<file path="src/rtl/bld_pkg.sv">
// Package with the field widths, register codes and shared types of the deswizzle block.
`default_nettype none

package bld_pkg;

   // Request and response field widths.
   localparam int X_BYTE_W  = 18;
   localparam int Y_ROW_W   = 14;
   localparam int Z_SLICE_W = 11;
   localparam int OFFSET_W  = 48;

   // Register widths.
   localparam int WIDTH_W  = 15;
   localparam int HEIGHT_W = 15;
   localparam int DEPTH_W  = 12;
   localparam int BPP_W    = 5;
   localparam int BHL_W    = 3;
   localparam int SIZE_W   = 48;

   // Register port.
   localparam int CSR_ADDR_W = 6;
   localparam int CSR_DATA_W = 64;

   // Widths of the derived geometry values.
   localparam int ROW_BYTES_W = 19;
   localparam int BDL_W       = 3;
   localparam int WIG_W       = 13;
   localparam int PER_SLICE_W = 24;

   // Saturation limits applied on register writes.
   localparam logic [WIDTH_W-1:0]  MAX_WIDTH           = 15'd16384;
   localparam logic [HEIGHT_W-1:0] MAX_HEIGHT          = 15'd16384;
   localparam logic [DEPTH_W-1:0]  MAX_DEPTH           = 12'd2048;
   localparam logic [BPP_W-1:0]    MAX_BYTES_PER_PIXEL = 5'd16;
   localparam logic [BHL_W-1:0]    MAX_BLOCK_HEIGHT_LOG2 = 3'd5;

   // Register reset values.
   localparam logic [WIDTH_W-1:0]  RESET_WIDTH  = 15'd1;
   localparam logic [HEIGHT_W-1:0] RESET_HEIGHT = 15'd1;
   localparam logic [DEPTH_W-1:0]  RESET_DEPTH  = 12'd1;
   localparam logic [BPP_W-1:0]    RESET_BPP    = 5'd4;
   localparam logic [BHL_W-1:0]    RESET_BHL    = 3'd4;
   localparam logic [SIZE_W-1:0]   RESET_SIZE   = 48'd0;

   // Register index, taken from the address bits above the 8-byte lane.
   typedef enum logic [2:0] {
      REG_IMAGE_WIDTH       = 3'd0,
      REG_IMAGE_HEIGHT      = 3'd1,
      REG_IMAGE_DEPTH       = 3'd2,
      REG_BYTES_PER_PIXEL   = 3'd3,
      REG_BLOCK_HEIGHT_LOG2 = 3'd4,
      REG_SOURCE_SIZE       = 3'd5
   } reg_index_type;

   // Raw register contents.
   typedef struct packed {
      logic [WIDTH_W-1:0]  width;
      logic [HEIGHT_W-1:0] height;
      logic [DEPTH_W-1:0]  depth;
      logic [BPP_W-1:0]    bpp;
      logic [BHL_W-1:0]    bhl;
      logic [SIZE_W-1:0]   source_size;
   } cfg_type;

   // Geometry seen by the address pipeline. The comment on each field gives
   // how many register stages it lags behind the registers.
   typedef struct packed {
      logic [HEIGHT_W-1:0]    height;     // 0
      logic [DEPTH_W-1:0]     depth;      // 0
      logic [BHL_W-1:0]       bhl;        // 0
      logic [ROW_BYTES_W-1:0] row_bytes;  // 1
      logic [BDL_W-1:0]       bdl;        // 1
      logic [WIG_W-1:0]       wig;        // 2
      logic [PER_SLICE_W-1:0] per_slice;  // 3, blocks per slice
      logic                   size_ok;    // 5
   } geom_type;

endpackage

`default_nettype wire

</file>
<file path="src/rtl/bld_geom.sv">
// Free-running pipeline that derives the texture geometry from the registers.
`default_nettype none

module bld_geom (
   input  wire logic              clock,
   input  wire bld_pkg::cfg_type  cfg,
   output bld_pkg::geom_type      geom
);

   // Stage 1: row size, block depth code, block rows.
   logic [19:0] wb_prod;
   logic [12:0] depth_sum;
   logic [15:0] rows_per_block;
   logic [15:0] by_sum;
   logic [15:0] by_shift;
   logic [18:0] row_bytes_ff, row_bytes_in;
   logic [2:0]  bdl_ff, bdl_in;
   logic [11:0] blocks_y_ff, blocks_y_in;

   // Stage 2: width in GOBs and rounded depth.
   logic [19:0] wig_sum;
   logic [12:0] bd_m1;
   logic [12:0] dr_sum;
   logic [12:0] dr_quot;
   logic [12:0] dr_round;
   logic [12:0] wig_ff, wig_in;
   logic [11:0] depth_round_ff, depth_round_in;

   // Stage 3 to 5: blocks per slice, total size, size check.
   logic [24:0] ps_prod;
   logic [23:0] per_slice_ff, per_slice_in;
   logic [35:0] tprod_ff, tprod_in;
   logic [49:0] total;
   logic        size_ok_ff, size_ok_in;

   always_comb begin
      wb_prod     = {5'b0, cfg.width} * {15'b0, cfg.bpp};
      row_bytes_in = wb_prod[18:0];

      // Block depth is the largest of 16, 8, 4, 2 not above depth * 1.5, else 1.
      depth_sum = {1'b0, cfg.depth} + {2'b0, cfg.depth[11:1]};
      if (depth_sum >= 13'd16) begin
         bdl_in = 3'd4;
      end else if (depth_sum >= 13'd8) begin
         bdl_in = 3'd3;
      end else if (depth_sum >= 13'd4) begin
         bdl_in = 3'd2;
      end else if (depth_sum >= 13'd2) begin
         bdl_in = 3'd1;
      end else begin
         bdl_in = 3'd0;
      end

      rows_per_block = 16'd8 << cfg.bhl;
      by_sum         = {1'b0, cfg.height} + rows_per_block - 16'd1;
      by_shift       = by_sum >> ({1'b0, cfg.bhl} + 4'd3);
      blocks_y_in    = by_shift[11:0];

      wig_sum = {1'b0, row_bytes_ff} + 20'd63;
      wig_in  = wig_sum[18:6];

      bd_m1          = (13'd1 << bdl_ff) - 13'd1;
      dr_sum         = {1'b0, cfg.depth} + bd_m1;
      dr_quot        = dr_sum >> bdl_ff;
      dr_round       = dr_quot << bdl_ff;
      depth_round_in = dr_round[11:0];

      ps_prod      = {13'b0, blocks_y_ff} * {12'b0, wig_ff};
      per_slice_in = ps_prod[23:0];

      tprod_in = {12'b0, per_slice_ff} * {24'b0, depth_round_ff};

      // Every block row is padded to the full block height, every GOB is 512 bytes.
      total      = {14'b0, tprod_ff} << ({1'b0, cfg.bhl} + 4'd9);
      size_ok_in = {2'b0, cfg.source_size} >= total;
   end

   always_ff @(posedge clock) begin
      row_bytes_ff   <= row_bytes_in;
      bdl_ff         <= bdl_in;
      blocks_y_ff    <= blocks_y_in;
      wig_ff         <= wig_in;
      depth_round_ff <= depth_round_in;
      per_slice_ff   <= per_slice_in;
      tprod_ff       <= tprod_in;
      size_ok_ff     <= size_ok_in;
   end

   assign geom = '{
      height:    cfg.height,
      depth:     cfg.depth,
      bhl:       cfg.bhl,
      row_bytes: row_bytes_ff,
      bdl:       bdl_ff,
      wig:       wig_ff,
      per_slice: per_slice_ff,
      size_ok:   size_ok_ff
   };

endmodule

`default_nettype wire

</file>
<file path="config.mk">
export PLATFORM = sky130hd
export DESIGN_NAME = bld_geom
export DESIGN_NICKNAME = d
export VERILOG_FILES = /design/src/rtl/bld_pkg.sv /design/src/rtl/bld_geom.sv
export SDC_FILE = /design/constraint.sdc
export NUM_CORES = 2
export LEC_CHECK = 0
export BUFFER_PORTS_ARGS = -buffer_cell sky130_fd_sc_hd__buf_2
export CORE_MARGIN = 4
export CORE_UTILIZATION = 64
export CTS_BUF_LIST = sky130_fd_sc_hd__clkbuf_8 sky130_fd_sc_hd__clkbuf_16
export DETAILED_ROUTE_END_ITERATION = 8
export PLACE_DENSITY = 0.84
export SETUP_SLACK_MARGIN = 0.02
export SLEW_MARGIN = 5
export SYNTH_ARGS = -nofsm -noshare
export SYNTH_HDL_FRONTEND = slang
export SYNTH_SLANG_ARGS = --single-unit
</file>
<file path="constraint.sdc">
create_clock -name clock -period 6.9 [get_ports clock]
set_clock_uncertainty 0.2 [all_clocks]
set_input_delay 1.035 -clock clock [delete_from_list [all_inputs] [get_ports clock]]
set_output_delay 1.035 -clock clock [all_outputs]
set_load 0.01 [all_outputs]
</file>
==> metrics.yaml <==
place:
  gp_congestion: 0.948
  io_buffers: 188
  hpwl_mm: 48.2
  placed_area_um2: 25200
layout:
  fin_util_pct: 69.9
  drive_gt1_share_pct: 9.96
  finish.net_count: 3674
  post-route-cell-area_um2: 25800
  antenna_cells: 0
  fill_cells: 2771
  syn2layout_area_growth_pct: 6.89
sta:
  grt_setup_unrepaired: "false"
  period_share_pct: 90.7
  finalHoldViolCount: 0
  worst_pin_slew_ns: 0.925
  setup_tns_ns: 0
  fmax_ghz: 0.160
  min_period_ns: 6.26
  whs_ns: 0.246
  maxSlewViolCount: 0
  setup_viol: 0
  slew_headroom_pct: 38.2
yosys:
  ys_types: 75
  ys_warn_count: 0
  avgSynthCellArea_um2: 8.44
  netlist_area_um2: 24100
  synthArstFlopShare_pct: 0
  postSynthCellCount: 2855
  yosysSeqAreaShare_pct: 9.97
  ys_ff_latch: 120
  ys_dominant_reg_cell: "dfxtp_1"
  syn_nets: 3590
  synth_edf_count: 0
route:
  drt_wl_total_mm: 58.7
  vias_per_cell: 5.69
  vias: 19600
  dr.first_iter.drc_count: 1310
  drc: 0
  wl_per_cell_um: 17.0
  first_pass_iters: 7
  drtAntennaViolNets: 0
setup_path:
  worstPathArrival_ns: 6.35
  crit_required_ns: 6.99
  critical_path_class: "register to register"
  worstSetupEndpointType: "register"
  r2r_slack_ns: 0.64
  cp-start-kind: "register"
  crit_fanout: 13
global_route:
  overflow: 0
  grt_pass1_vias: 20600
  grt_pass1_wl_mm: 99.0
  grt_usage_pct: 29.1
  grt_max_degree: 50
  antenna_found_initial: 0
die:
  dieArea_um2: 40800
  ioPinCount: 189
  chipHeight_um: 202
  rows: 70
  initial_core_util_pct: 65.4
  die_w_um: 202
  core-area_um2: 36900
clock_tree:
  postCtsSetupRepairBufs: 0
  cts_tree: "done"
  cts_buffers: 17
  clkTransAtPathRegs_ns: 0.06
  h-tree-depth: 4
  root_buffer: "clkbuf_16"
  numClockSinks: 120
  cts-resized-gates: 0
  cts.path.max_buffers: 2
  clk_latency_ns: 0.43
  ctsHoldBuffers: 0
flow_run:
  drv_cap: 0
run_status:
  status: "finished, final reports clean"
hold_path:
  hold_class: "register to register"
[state kept, by name, summed over array words and instances (netlist names)]
signal and cells:
blocks_y_ff 12, per_slice_ff 24, size_ok_ff 1, bdl_ff 3, wig_ff 13, tprod_ff 36, row_bytes_ff 19, depth_round_ff 12
[final cells by class]
cell class	count	area [um^2]	area share [%]
clock buffers	19	453	1.76
inverters	539	2020	7.85
repair buffers	213	1130	4.38
clock inverters	12	126	0.490
well taps	504	631	2.45
multi-input cells	2048	19000	73.7
flip-flops and latches	120	2400	9.32
[cells in the mapped netlist, types with 4 or more instances]
cell type,count,share of area (%)
a211oi_1,17,0.53
a21o_1,38,1.2
a21oi_1,88,1.8
a221oi_1,6,0.22
a31oi_1,22,0.57
and2_1,177,4.6
and3_1,14,0.36
buf_1,6,0.093
buf_2,7,0.15
buf_4,31,0.97
clkbuf_1,104,1.6
dfxtp_1,120,10
fa_1,369,31
ha_1,267,14
inv_1,536,8.3
mux2_2,6,0.28
mux2i_1,38,1.6
mux4_2,25,2.3
nand2_1,479,7.5
nand2b_1,14,0.36
nand3_1,46,0.95
nand3b_1,7,0.22
nand4_1,18,0.47
nor2_1,86,1.3
nor2b_1,16,0.42
nor3_1,28,0.58
nor3b_1,5,0.16
o211ai_1,6,0.19
o21a_1,20,0.62
o21ai_0,75,1.6
o21ai_1,4,0.083
o21bai_1,12,0.37
o31ai_1,5,0.16
or3_1,6,0.16
xnor2_1,69,2.5
xor2_1,24,0.87
[metrics by stage]
step | setup slack (ns) | std cells
after floorplan | 1.01 | 2855
after global placement | 0.923 | 3424
after detailed placement | 0.729 | 3424
after CTS | 0.659 | 3455
after global routing | 0.361 | 3455
final | 0.644 | 3455
[metal layers]
layer | share of wire (%) | GRT usage [%] | vias to the layer above
met3 | 8.9 | 7.38 | 112
met1 | 41 | 37.9 | 9599
met2 | 48 | 48.8 | 821
li1 | - | - | 9113
met5 | 0 | 0 | -
met4 | 2.3 | 7.89 | 0
[kinds of logic after synthesis]
logic type,Yosys count,synth area share [%]
AO/OA/AOI/OAI,337,9.12
XOR/XNOR,93,3.38
adder cells (fa/ha/maj),636,44.5
buffers and inverters,687,11.2
flip-flops,120,9.97
multiplexers,69,4.19
AND/OR/NAND/NOR,913,17.6
[worst max-delay path, cell delays in order (launching register included)]
cell and delay, ns:
dfxtp_1 0.68, buf_4 0.29, nand2_1 0.09, fa_1 0.51, fa_1 0.52, inv_1 0.06, fa_1 0.46, fa_1 0.57
inv_1 0.06, fa_1 0.53, inv_1 0.04, ha_1 0.39, nand2_1 0.13, o21ai_0 0.14, nor4_1 0.21, nor3_1 0.14
a221oi_2 0.37, o21ai_2 0.13, a21oi_4 0.23, mux2i_1 0.22, o2111ai_1 0.13
[final timing paths]
kind | start | end | depth (start not counted)
max | depth_round_ff[4] | tprod_ff[31] | 20
max reg2reg | depth_round_ff[4] | tprod_ff[31] | 20
min | row_bytes_ff[18] | wig_ff[12] | 1
min reg2reg | row_bytes_ff[18] | wig_ff[12] | 1
[layout by cell type, fill, tap and decap left out, types with 18 or more instances in the layout]
| cell type | Yosys | routed |
|---|---|---|
| nand4_1 | 18 | 18 |
| buf_4 | 31 | 25 |
| dfxtp_1 | 120 | 120 |
| xnor2_1 | 69 | 69 |
| nand3_1 | 46 | 46 |
| mux2i_1 | 38 | 38 |
| fa_1 | 369 | 369 |
| nor2_1 | 86 | 85 |
| xor2_1 | 24 | 24 |
| inv_1 | 536 | 537 |
| a31oi_1 | 22 | 22 |
| ha_1 | 267 | 267 |
| and2_1 | 177 | 177 |
| a21o_1 | 38 | 38 |
| nor3_1 | 28 | 28 |
| mux4_2 | 25 | 25 |
| nand2_1 | 479 | 479 |
| o21ai_0 | 75 | 75 |
| a21oi_1 | 88 | 88 |
| o21a_1 | 20 | 20 |
| buf_2 | 7 | 188 |
Power is left out: the tool's default activity adds up to more than one toggle a clock period on the data nets, which glitch-free logic cannot reach.
