===== src/rtl/bld_pkg.sv =====
// Package with the field widths, register codes and shared types of the deswizzle block.
`default_nettype none

package bld_pkg;

   // Request and response field widths.
   localparam int X_BYTE_W  = 18;
   localparam int Y_ROW_W   = 14;
   localparam int Z_SLICE_W = 11;
   localparam int OFFSET_W  = 48;

   // Register widths.
   localparam int WIDTH_W  = 15;
   localparam int HEIGHT_W = 15;
   localparam int DEPTH_W  = 12;
   localparam int BPP_W    = 5;
   localparam int BHL_W    = 3;
   localparam int SIZE_W   = 48;

   // Register port.
   localparam int CSR_ADDR_W = 6;
   localparam int CSR_DATA_W = 64;

   // Widths of the derived geometry values.
   localparam int ROW_BYTES_W = 19;
   localparam int BDL_W       = 3;
   localparam int WIG_W       = 13;
   localparam int PER_SLICE_W = 24;

   // Saturation limits applied on register writes.
   localparam logic [WIDTH_W-1:0]  MAX_WIDTH           = 15'd16384;
   localparam logic [HEIGHT_W-1:0] MAX_HEIGHT          = 15'd16384;
   localparam logic [DEPTH_W-1:0]  MAX_DEPTH           = 12'd2048;
   localparam logic [BPP_W-1:0]    MAX_BYTES_PER_PIXEL = 5'd16;
   localparam logic [BHL_W-1:0]    MAX_BLOCK_HEIGHT_LOG2 = 3'd5;

   // Register reset values.
   localparam logic [WIDTH_W-1:0]  RESET_WIDTH  = 15'd1;
   localparam logic [HEIGHT_W-1:0] RESET_HEIGHT = 15'd1;
   localparam logic [DEPTH_W-1:0]  RESET_DEPTH  = 12'd1;
   localparam logic [BPP_W-1:0]    RESET_BPP    = 5'd4;
   localparam logic [BHL_W-1:0]    RESET_BHL    = 3'd4;
   localparam logic [SIZE_W-1:0]   RESET_SIZE   = 48'd0;

   // Register index, taken from the address bits above the 8-byte lane.
   typedef enum logic [2:0] {
      REG_IMAGE_WIDTH       = 3'd0,
      REG_IMAGE_HEIGHT      = 3'd1,
      REG_IMAGE_DEPTH       = 3'd2,
      REG_BYTES_PER_PIXEL   = 3'd3,
      REG_BLOCK_HEIGHT_LOG2 = 3'd4,
      REG_SOURCE_SIZE       = 3'd5
   } reg_index_type;

   // Raw register contents.
   typedef struct packed {
      logic [WIDTH_W-1:0]  width;
      logic [HEIGHT_W-1:0] height;
      logic [DEPTH_W-1:0]  depth;
      logic [BPP_W-1:0]    bpp;
      logic [BHL_W-1:0]    bhl;
      logic [SIZE_W-1:0]   source_size;
   } cfg_type;

   // Geometry seen by the address pipeline. The comment on each field gives
   // how many register stages it lags behind the registers.
   typedef struct packed {
      logic [HEIGHT_W-1:0]    height;     // 0
      logic [DEPTH_W-1:0]     depth;      // 0
      logic [BHL_W-1:0]       bhl;        // 0
      logic [ROW_BYTES_W-1:0] row_bytes;  // 1
      logic [BDL_W-1:0]       bdl;        // 1
      logic [WIG_W-1:0]       wig;        // 2
      logic [PER_SLICE_W-1:0] per_slice;  // 3, blocks per slice
      logic                   size_ok;    // 5
   } geom_type;

endpackage

`default_nettype wire


===== src/rtl/bld_if.sv =====
// Request and response channel interfaces of the deswizzle block.
`default_nettype none

interface bld_req_if;
   logic                           valid;
   logic                           ready;
   logic [bld_pkg::X_BYTE_W-1:0]   x_byte;
   logic [bld_pkg::Y_ROW_W-1:0]    y_row;
   logic [bld_pkg::Z_SLICE_W-1:0]  z_slice;

   modport source (output valid, output x_byte, output y_row, output z_slice, input ready);
   modport sink   (input valid, input x_byte, input y_row, input z_slice, output ready);
endinterface

interface bld_rsp_if;
   logic                          valid;
   logic                          ready;
   logic [bld_pkg::OFFSET_W-1:0]  source_offset;
   logic [bld_pkg::OFFSET_W-1:0]  dest_offset;
   logic                          in_bounds;
   logic                          size_ok;

   modport source (output valid, output source_offset, output dest_offset,
                   output in_bounds, output size_ok, input ready);
   modport sink   (input valid, input source_offset, input dest_offset,
                   input in_bounds, input size_ok, output ready);
endinterface

`default_nettype wire


===== src/rtl/bld_pipe.sv =====
// Six-stage address pipeline that turns a texel byte coordinate into both offsets.
`default_nettype none

module bld_pipe (
   input  wire logic              clock,
   input  wire logic              reset,
   input  wire bld_pkg::geom_type geom,
   bld_req_if.sink                req_ch,
   bld_rsp_if.source              rsp_ch
);

   localparam int STAGES = 6;

   typedef struct packed {
      logic [17:0] x;
      logic [13:0] y;
      logic [10:0] z;
      logic [24:0] zh;
      logic        inb_yz;
   } s1_type;

   typedef struct packed {
      logic [17:0] x;
      logic [24:0] lin;
      logic        inb;
      logic [10:0] zb;
      logic [10:0] yb;
      logic [11:0] xg;
      logic [8:0]  lowp;
      logic [8:0]  ogob;
   } s2_type;

   typedef struct packed {
      logic [17:0] x;
      logic [43:0] dprod;
      logic [23:0] yw;
      logic [10:0] zb;
      logic [11:0] xg;
      logic [8:0]  lowp;
      logic [8:0]  ogob;
      logic        inb;
   } s3_type;

   typedef struct packed {
      logic [47:0] dst;
      logic [34:0] zp;
      logic [24:0] acc;
      logic [8:0]  lowp;
      logic [8:0]  ogob;
      logic        inb;
   } s4_type;

   typedef struct packed {
      logic [47:0] dst;
      logic [35:0] blk;
      logic [8:0]  lowp;
      logic [8:0]  ogob;
      logic        inb;
   } s5_type;

   typedef struct packed {
      logic [47:0] src;
      logic [47:0] dst;
      logic        inb;
      logic        size_ok;
   } s6_type;

   logic [STAGES-1:0] valid_ff, valid_in;
   logic [STAGES-1:0] stage_en;

   s1_type s1_ff, s1_in;
   s2_type s2_ff, s2_in;
   s3_type s3_ff, s3_in;
   s4_type s4_ff, s4_in;
   s5_type s5_ff, s5_in;
   s6_type s6_ff, s6_in;

   logic [25:0] zh_prod;
   logic [4:0]  zmask;
   logic [3:0]  zlow;
   logic [13:0] y_blk;
   logic [5:0]  ymask;
   logic [4:0]  ygob;
   logic [3:0]  blk_shift;
   logic [47:0] blk_sh;
   logic [47:0] mid;
   logic [47:0] src_full;

   // A stage takes new contents when it is empty or its contents move on.
   always_comb begin
      stage_en[STAGES-1] = !valid_ff[STAGES-1] || rsp_ch.ready;
      for (int k = STAGES - 2; k >= 0; k--) begin
         stage_en[k] = !valid_ff[k] || stage_en[k+1];
      end
      valid_in[0] = stage_en[0] ? req_ch.valid : valid_ff[0];
      for (int k = 1; k < STAGES; k++) begin
         valid_in[k] = stage_en[k] ? valid_ff[k-1] : valid_ff[k];
      end
   end

   always_comb begin
      // Stage 1: capture, slice times height, row and slice bounds.
      zh_prod      = {15'b0, req_ch.z_slice} * {11'b0, geom.height};
      s1_in.x      = req_ch.x_byte;
      s1_in.y      = req_ch.y_row;
      s1_in.z      = req_ch.z_slice;
      s1_in.zh     = zh_prod[24:0];
      s1_in.inb_yz = ({1'b0, req_ch.y_row} < geom.height) &&
                     ({1'b0, req_ch.z_slice} < geom.depth);

      // Stage 2: linear row index, column bound, split of the coordinate into
      // block, GOB and in-GOB parts.
      zmask      = (5'd1 << geom.bdl) - 5'd1;
      zlow       = s1_ff.z[3:0] & zmask[3:0];
      y_blk      = s1_ff.y >> ({1'b0, geom.bhl} + 4'd3);
      ymask      = (6'd1 << geom.bhl) - 6'd1;
      ygob       = s1_ff.y[7:3] & ymask[4:0];
      s2_in.x    = s1_ff.x;
      s2_in.lin  = s1_ff.zh + {11'b0, s1_ff.y};
      s2_in.inb  = s1_ff.inb_yz && ({1'b0, s1_ff.x} < geom.row_bytes);
      s2_in.zb   = s1_ff.z >> geom.bdl;
      s2_in.yb   = y_blk[10:0];
      s2_in.xg   = s1_ff.x[17:6];
      // Slice within the block above GOB row within the block; they never overlap.
      s2_in.lowp = ({5'b0, zlow} << geom.bhl) | {4'b0, ygob};
      s2_in.ogob = {s1_ff.x[5], s1_ff.y[2:1], s1_ff.x[4], s1_ff.y[0], s1_ff.x[3:0]};

      // Stage 3: linear byte base and block row times width in GOBs.
      s3_in.x     = s2_ff.x;
      s3_in.dprod = {19'b0, s2_ff.lin} * {25'b0, geom.row_bytes};
      s3_in.yw    = {13'b0, s2_ff.yb} * {11'b0, geom.wig};
      s3_in.zb    = s2_ff.zb;
      s3_in.xg    = s2_ff.xg;
      s3_in.lowp  = s2_ff.lowp;
      s3_in.ogob  = s2_ff.ogob;
      s3_in.inb   = s2_ff.inb;

      // Stage 4: block slice times blocks per slice, linear offset done.
      s4_in.dst  = {4'b0, s3_ff.dprod} + {30'b0, s3_ff.x};
      s4_in.zp   = {24'b0, s3_ff.zb} * {11'b0, geom.per_slice};
      s4_in.acc  = {1'b0, s3_ff.yw} + {13'b0, s3_ff.xg};
      s4_in.lowp = s3_ff.lowp;
      s4_in.ogob = s3_ff.ogob;
      s4_in.inb  = s3_ff.inb;

      // Stage 5: block index.
      s5_in.dst  = s4_ff.dst;
      s5_in.blk  = {1'b0, s4_ff.zp} + {11'b0, s4_ff.acc};
      s5_in.lowp = s4_ff.lowp;
      s5_in.ogob = s4_ff.ogob;
      s5_in.inb  = s4_ff.inb;

      // Stage 6: place the block index above the in-block bits and mask.
      blk_shift     = {1'b0, geom.bhl} + {1'b0, geom.bdl};
      blk_sh        = {12'b0, s5_ff.blk} << blk_shift;
      mid           = blk_sh | {39'b0, s5_ff.lowp};
      src_full      = {mid[38:0], s5_ff.ogob};
      s6_in.src     = s5_ff.inb ? src_full : '0;
      s6_in.dst     = s5_ff.inb ? s5_ff.dst : '0;
      s6_in.inb     = s5_ff.inb;
      s6_in.size_ok = geom.size_ok;
   end

   always_ff @(posedge clock) begin
      if (reset) begin
         valid_ff <= '0;
      end else begin
         valid_ff <= valid_in;
      end
   end

   always_ff @(posedge clock) begin
      if (stage_en[0]) begin
         s1_ff <= s1_in;
      end
      if (stage_en[1]) begin
         s2_ff <= s2_in;
      end
      if (stage_en[2]) begin
         s3_ff <= s3_in;
      end
      if (stage_en[3]) begin
         s4_ff <= s4_in;
      end
      if (stage_en[4]) begin
         s5_ff <= s5_in;
      end
      if (stage_en[5]) begin
         s6_ff <= s6_in;
      end
   end

   assign req_ch.ready         = stage_en[0];
   assign rsp_ch.valid         = valid_ff[STAGES-1];
   assign rsp_ch.source_offset = s6_ff.src;
   assign rsp_ch.dest_offset   = s6_ff.dst;
   assign rsp_ch.in_bounds     = s6_ff.inb;
   assign rsp_ch.size_ok       = s6_ff.size_ok;

endmodule

`default_nettype wire


===== src/flat_wrapper.sv =====
// flat-port wrapper written by rule: the top's interface ports become plain ports
module bld_pipe_flat 
  (clock, reset, geom, req_ch_valid, req_ch_x_byte, req_ch_y_row, req_ch_z_slice, req_ch_ready, rsp_ch_valid, rsp_ch_source_offset, rsp_ch_dest_offset, rsp_ch_in_bounds, rsp_ch_size_ok, rsp_ch_ready);
  bld_req_if req_ch_i ();
  bld_rsp_if rsp_ch_i ();
  input  wire logic clock;
  input  wire logic reset;
  input  wire bld_pkg::geom_type geom;
  input wire logic [$bits(req_ch_i.valid)-1:0] req_ch_valid;
  input wire logic [$bits(req_ch_i.x_byte)-1:0] req_ch_x_byte;
  input wire logic [$bits(req_ch_i.y_row)-1:0] req_ch_y_row;
  input wire logic [$bits(req_ch_i.z_slice)-1:0] req_ch_z_slice;
  output wire logic [$bits(req_ch_i.ready)-1:0] req_ch_ready;
  output wire logic [$bits(rsp_ch_i.valid)-1:0] rsp_ch_valid;
  output wire logic [$bits(rsp_ch_i.source_offset)-1:0] rsp_ch_source_offset;
  output wire logic [$bits(rsp_ch_i.dest_offset)-1:0] rsp_ch_dest_offset;
  output wire logic [$bits(rsp_ch_i.in_bounds)-1:0] rsp_ch_in_bounds;
  output wire logic [$bits(rsp_ch_i.size_ok)-1:0] rsp_ch_size_ok;
  input wire logic [$bits(rsp_ch_i.ready)-1:0] rsp_ch_ready;
  assign req_ch_i.valid = req_ch_valid;
  assign req_ch_i.x_byte = req_ch_x_byte;
  assign req_ch_i.y_row = req_ch_y_row;
  assign req_ch_i.z_slice = req_ch_z_slice;
  assign req_ch_ready = req_ch_i.ready;
  assign rsp_ch_valid = rsp_ch_i.valid;
  assign rsp_ch_source_offset = rsp_ch_i.source_offset;
  assign rsp_ch_dest_offset = rsp_ch_i.dest_offset;
  assign rsp_ch_in_bounds = rsp_ch_i.in_bounds;
  assign rsp_ch_size_ok = rsp_ch_i.size_ok;
  assign rsp_ch_i.ready = rsp_ch_ready;
  bld_pipe u_core (.clock(clock), .reset(reset), .geom(geom), .req_ch(req_ch_i), .rsp_ch(rsp_ch_i));
endmodule

===== config.mk =====
export PLATFORM = sky130hd
export DESIGN_NAME = bld_pipe_flat
export DESIGN_NICKNAME = d
export VERILOG_FILES = /design/src/rtl/bld_pkg.sv /design/src/rtl/bld_if.sv /design/src/rtl/bld_pipe.sv /design/src/flat_wrapper.sv
export SDC_FILE = /design/constraint.sdc
export NUM_CORES = 2
export LEC_CHECK = 0
export BUFFER_PORTS_ARGS = -buffer_cell sky130_fd_sc_hd__buf_2
export CAP_MARGIN = 20
export CORE_UTILIZATION = 30
export CTS_CLUSTER_DIAMETER = 30
export DETAILED_ROUTE_END_ITERATION = 7
export HOLD_SLACK_MARGIN = 0.03
export PLACE_DENSITY = 0.53
export SYNTH_ARGS = -nofsm -noshare
export SYNTH_HDL_FRONTEND = slang
export SYNTH_SLANG_ARGS = --single-unit

===== constraint.sdc =====
create_clock -name clock -period 6.4 [get_ports clock]
set_input_delay 1.28 -clock clock [delete_from_list [all_inputs] [get_ports clock]]
set_output_delay 1.28 -clock clock [all_outputs]
set_load 0.005 [all_outputs]

==> results_tabular.tex <==
\begin{tabular}{lr}
\hline
Metric & Value \\
\hline
\multicolumn{2}{l}{\textbf{Routing}} \\
\quad Routed wire length & 159100 µm \\
\quad Detailed-route DRC error count & 0 \\
\quad Total via count in the routed design & around 42000 \\
\quad Pre-antenna DRT Iters & 7 \\
\quad Antenna violation net count after detailed routing & 0 \\
\quad Vias per Instance & between 4 and 5 \\
\quad Detailed-route wire length per cell & between 15 and 20 µm \\
\quad Starting DRC count in detailed routing & $\sim$2500 \\
\multicolumn{2}{l}{\textbf{Floorplanning}} \\
\quad Io pins & approximately 240 \\
\quad Floorplan die area & $\sim$200000 µm² \\
\quad Vertical die dimension & $\sim$450 µm \\
\quad Starting Density & 0.3021 \\
\quad Number of rows created at floorplan & 163 \\
\quad Horizontal die dimension & approximately 450 µm \\
\quad Placeable Area & between 150000 and 200000 µm² \\
\multicolumn{2}{l}{\textbf{Logic synthesis}} \\
\quad Portion of netlist area occupied by mux cells & 0.01943 \\
\quad Synthesized instance count & a little under 6000 \\
\quad Basic-gate share of the synthesized area counting and, or, nand and nor cells & 0.1456 \\
\quad Synth Register Bits & 582 \\
\quad Syn. warnings & 0 \\
\quad Synth Area in XOR/XNOR & 0.03029 \\
\quad Largest cells by area after synthesis & sky130\_fd\_sc\_hd\_\_edfxtp\_1 29\%, sky130\_fd\_sc\_hd\_\_fa\_1 27\%, sky130\_fd\_sc\_hd\_\_ha\_1 9.2\% \\
\quad Top-area cell type share of the netlist area & 0.2904 \\
\quad Proportion of synthesized flip-flops having asynchronous set or reset & 0 \\
\quad Cell type with the largest total area after synthesis & sky130\_fd\_sc\_hd\_\_edfxtp\_1 \\
\quad Post-synth EDFFs & 576 \\
\quad Combinational family with the most area after synthesis & adder cells \\
\quad Mean area per synthesized cell & between 10 and 15 µm² \\
\quad Compound-cell area share of the yosys netlist & 0.06999 \\
\quad Mapped cell area & approximately 60000 µm² \\
\quad Flip-flop cell with the highest count after synthesis & sky130\_fd\_sc\_hd\_\_edfxtp\_1 \\
\quad Fraction of the mapped netlist area in adder cells & 0.3623 \\
\quad Portion of the post-synthesis area used by sequential elements & 0.2924 \\
\quad Synth cell types & slightly above 80 \\
\multicolumn{2}{l}{\textbf{Setup path}} \\
\quad Crit Path Class & in -> reg \\
\quad Largest fanout on the critical path & 18 \\
\quad Critical Path Slowest Stage Cell & sky130\_fd\_sc\_hd\_\_fa\_1 \\
\quad Most common cell type on the critical path & sky130\_fd\_sc\_hd\_\_fa\_1 \\
\quad Worst setup EP type & flop \\
\quad Series of cell instances along the critical path & clkbuf\_4 -> buf\_4 -> and2\_1 -> fa\_1 -> fa\_1 -> inv\_1 -> fa\_1 -> inv\_1 -> fa\_1 -> fa\_1 -> inv\_1 -> fa\_1 -> inv\_1 -> ha\_4 -> nand3\_1 -> nor2\_2 -> o221a\_2 -> o211ai\_1 -> a31oi\_1 -> and3\_1 -> a21oi\_1 -> xnor2\_1 \\
\quad Required time of the worst setup path & approximately 7 ns \\
\quad Max stage delay on crit path & $\sim$0.55 ns \\
\quad WP data arrival & roughly 6.6 ns \\
\quad Family with the most delay on the worst path & adder cells \\
\quad Crit path buffers/inverters & 6 \\
\quad Setup crit start kind & input port \\
\multicolumn{2}{l}{\textbf{Cells and area}} \\
\quad Final net count & 7705 \\
\quad Core occupancy in the finished layout & 0.3631 \\
\quad Fraction of final layout cells sized beyond drive strength 1 & 0.1505 \\
\quad Final std cell area, no fill & roughly 72000 µm² \\
\quad Area growth, synth to finish & 20.20\% \\
\quad Number of inserted filler cells in the final layout & between 15000 and 20000 \\
\multicolumn{2}{l}{\textbf{STA}} \\
\quad Aggregate negative setup slack & 0 ns \\
\quad Final Hold Fails & 0 \\
\quad Minimum clock period & between 6 and 7 ns \\
\quad Slew Viols, Final & 0 \\
\quad Worst-case headroom to the max-slew limit & 0.3532 \\
\quad Final cycle utilization of the critical path & 0.9627 \\
\quad Setup repair after global routing missed its margin & yes \\
\quad Clk\_skew & 0.04167 ns \\
\quad Setup Viol. Count Final & 0 \\
\quad Actual slew at the worst max-slew pin & between 0.9 and 1 ns \\
\quad Worst-case setup margin in the final layout & roughly 0.24 ns \\
\quad Upper clock frequency limit & between 0.15 and 0.2 GHz \\
\multicolumn{2}{l}{\textbf{GRT}} \\
\quad Maximum number of pins on one net before global-route repair & roughly 130 \\
\quad Wire length of the first global-routing pass & $\sim$250000 µm \\
\quad Combined global-route utilization of all metal layers & 0.1605 \\
\quad Antenna violations before repair & 14 \\
\quad Number of global-route vias before repair & 44033 \\
\quad Grt total ovfl & 0 \\
\multicolumn{2}{l}{\textbf{Place}} \\
\quad Port Buffer Count & around 230 \\
\quad Area post-placement & 66390 µm² \\
\quad Weighted congestion at the end of routability-driven global placement & about 0.90 \\
\quad HPWL reported at the end of detailed placement & 130600 µm \\
\quad Setup Slack @ Placement & -0.6717 ns \\
\multicolumn{2}{l}{\textbf{Clock tree}} \\
\quad Clock tree from TritonCTS & done \\
\quad Total CTS buffers & 140 \\
\quad Maximum root-to-sink buffer count & 3 \\
\quad Clock edge transition at the registers on the reported setup and hold paths & 0.05 ns \\
\quad Clk sink count & 582 \\
\quad Hold bufs inserted after CTS & 0 \\
\quad Clock insertion delay at the later pin of the skew report & 0.76 ns \\
\quad Number of levels the H-tree was split into & 4 \\
\quad Cell chosen for the clock root & sky130\_fd\_sc\_hd\_\_clkbuf\_16 \\
\multicolumn{2}{l}{\textbf{Job}} \\
\quad Number of max-cap violations & 0 \\
\multicolumn{2}{l}{\textbf{Min path}} \\
\quad Worst hold-check path type & reg -> reg \\
\multicolumn{2}{l}{\textbf{Status}} \\
\quad Result of the run & complete, no violations \\
\hline
\end{tabular}
-- cell usage after synthesis, drive strengths merged, types with 6 or more instances --
library cell / n
a211o: 9
a211oi: 25
a21boi: 12
a21o: 91
a21oi: 206
a221o: 6
a221oi: 10
a31oi: 22
and2: 502
and3: 58
buf: 21
clkbuf: 227
dfxtp: 6
edfxtp: 576
fa: 805
ha: 437
inv: 1015
mux2: 9
mux2i: 47
mux4: 26
nand2: 829
nand2b: 19
nand3: 59
nand4: 37
nor2: 164
nor2b: 31
nor3: 44
nor3b: 16
o211ai: 12
o21a: 32
o21ai: 111
o21bai: 26
o22ai: 13
o311ai: 9
o31ai: 11
o41ai: 6
or2: 6
xnor2: 132
xor2: 74
-- layout make-up --
cell class / count / area (µm²) / share of cell area
Clock inverter: 106 / 1425 / 0.01990
Sequential cell: 582 / 17420 / 0.2433
Inverter: 1016 / 3821 / 0.05337
Tap cell: 2640 / 3303 / 0.04613
Multi-Input combinational cell: 3965 / 37730 / 0.5269
Antenna cell: 14 / 35.03 / 0.0004893
Timing Repair Buffer: 621 / 4314 / 0.06025
Clock buffer: 154 / 3556 / 0.04966
-- repair_timing --
item / in CTS / in global routing
endpoints found under the setup margin: 0 / 14
setup buffers: 0 / 12
resized for setup: 0 / 18
-- state kept, by name, summed over array words and instances (netlist names) --
register                     cells
u_core.s4_ff                   124
u_core.s3_ff                   110
u_core.s5_ff                   100
u_core.s2_ff                    78
u_core.s1_ff                    69
u_core.rsp_ch.source_offset     48
u_core.rsp_ch.dest_offset       45
u_core.valid_ff                  6
u_core.rsp_ch.in_bounds          1
u_core.rsp_ch.size_ok            1
-- kinds of logic after synthesis --
logic type      count (synthesis)
buf+inv                      1264
mux                            82
simple gates                 1793
xor+xnor                      206
fa+ha+maj                    1242
other cells                     1
compound gates                639
flops                         582
-- through the flow --
stage | std cells | hold WS, ns
after CTS | 9070 | 0.4023
after floorplan | 5811 | 0.4003
after global routing | 9090 | 0.4070
final | 9098 | 0.4027
after global placement | 8810 | 0.4015
after detailed placement | 8810 | 0.4045
-- routing by layer --
metal / routed length [µm] / track usage / vias up
met5: 0 / 0 / -
met4: 4865 / 0.05708 / 0
met3: 7434 / 0.02365 / 191
met2: 73090 / 0.2555 / 963
met1: 73720 / 0.2213 / 20940
li1: - / - / 19734
-- worst register-to-register path, cell delays in order (launching register included) --
cell and delay [ns]:
sky130_fd_sc_hd__edfxtp_1 0.81, sky130_fd_sc_hd__and2_1 0.26, sky130_fd_sc_hd__fa_1 0.47, sky130_fd_sc_hd__fa_1 0.53, sky130_fd_sc_hd__inv_1 0.05, sky130_fd_sc_hd__fa_1 0.47
sky130_fd_sc_hd__inv_1 0.05, sky130_fd_sc_hd__fa_1 0.46, sky130_fd_sc_hd__fa_1 0.54, sky130_fd_sc_hd__inv_1 0.05, sky130_fd_sc_hd__fa_1 0.47, sky130_fd_sc_hd__inv_1 0.04
sky130_fd_sc_hd__ha_1 0.35, sky130_fd_sc_hd__a21oi_2 0.19, sky130_fd_sc_hd__o21ai_1 0.10, sky130_fd_sc_hd__a21oi_1 0.15, sky130_fd_sc_hd__o21ai_1 0.08, sky130_fd_sc_hd__a31o_2 0.26
sky130_fd_sc_hd__a41oi_2 0.22, sky130_fd_sc_hd__o21ai_1 0.12, sky130_fd_sc_hd__xor2_1 0.15
-- worst paths after layout --
check	start	to	slack [ns]	cells past startpoint
max	geom[46]	u_core.s3_ff[109]$_DFFE_PP_	0.24	22
min	u_core.s4_ff[99]$_DFFE_PP_	u_core.s5_ff[75]$_DFFE_PP_	0.40	0
max reg2reg	u_core.s2_ff[74]$_DFFE_PP_	u_core.s3_ff[104]$_DFFE_PP_	0.29	20
min reg2reg	u_core.s4_ff[99]$_DFFE_PP_	u_core.s5_ff[75]$_DFFE_PP_	0.40	0
-- cells in the final DEF, fill, tap and decap left out, drive strengths merged, types with 44 or more instances in the layout --
| master | count |
|---|---|
| xnor2 | 132 |
| a21o | 91 |
| o21ai | 111 |
| nor3 | 44 |
| and2 | 502 |
| a21oi | 206 |
| nand2 | 829 |
| and3 | 58 |
| clkbuf | 166 |
| edfxtp | 576 |
| nand3 | 59 |
| ha | 437 |
| clkinv | 63 |
| buf | 609 |
| fa | 805 |
| xor2 | 74 |
| mux2i | 47 |
| inv | 1025 |
| nor2 | 164 |
Power is not shown: default switching activity piles up to over one toggle a cycle in this logic, so the estimate is an artifact.
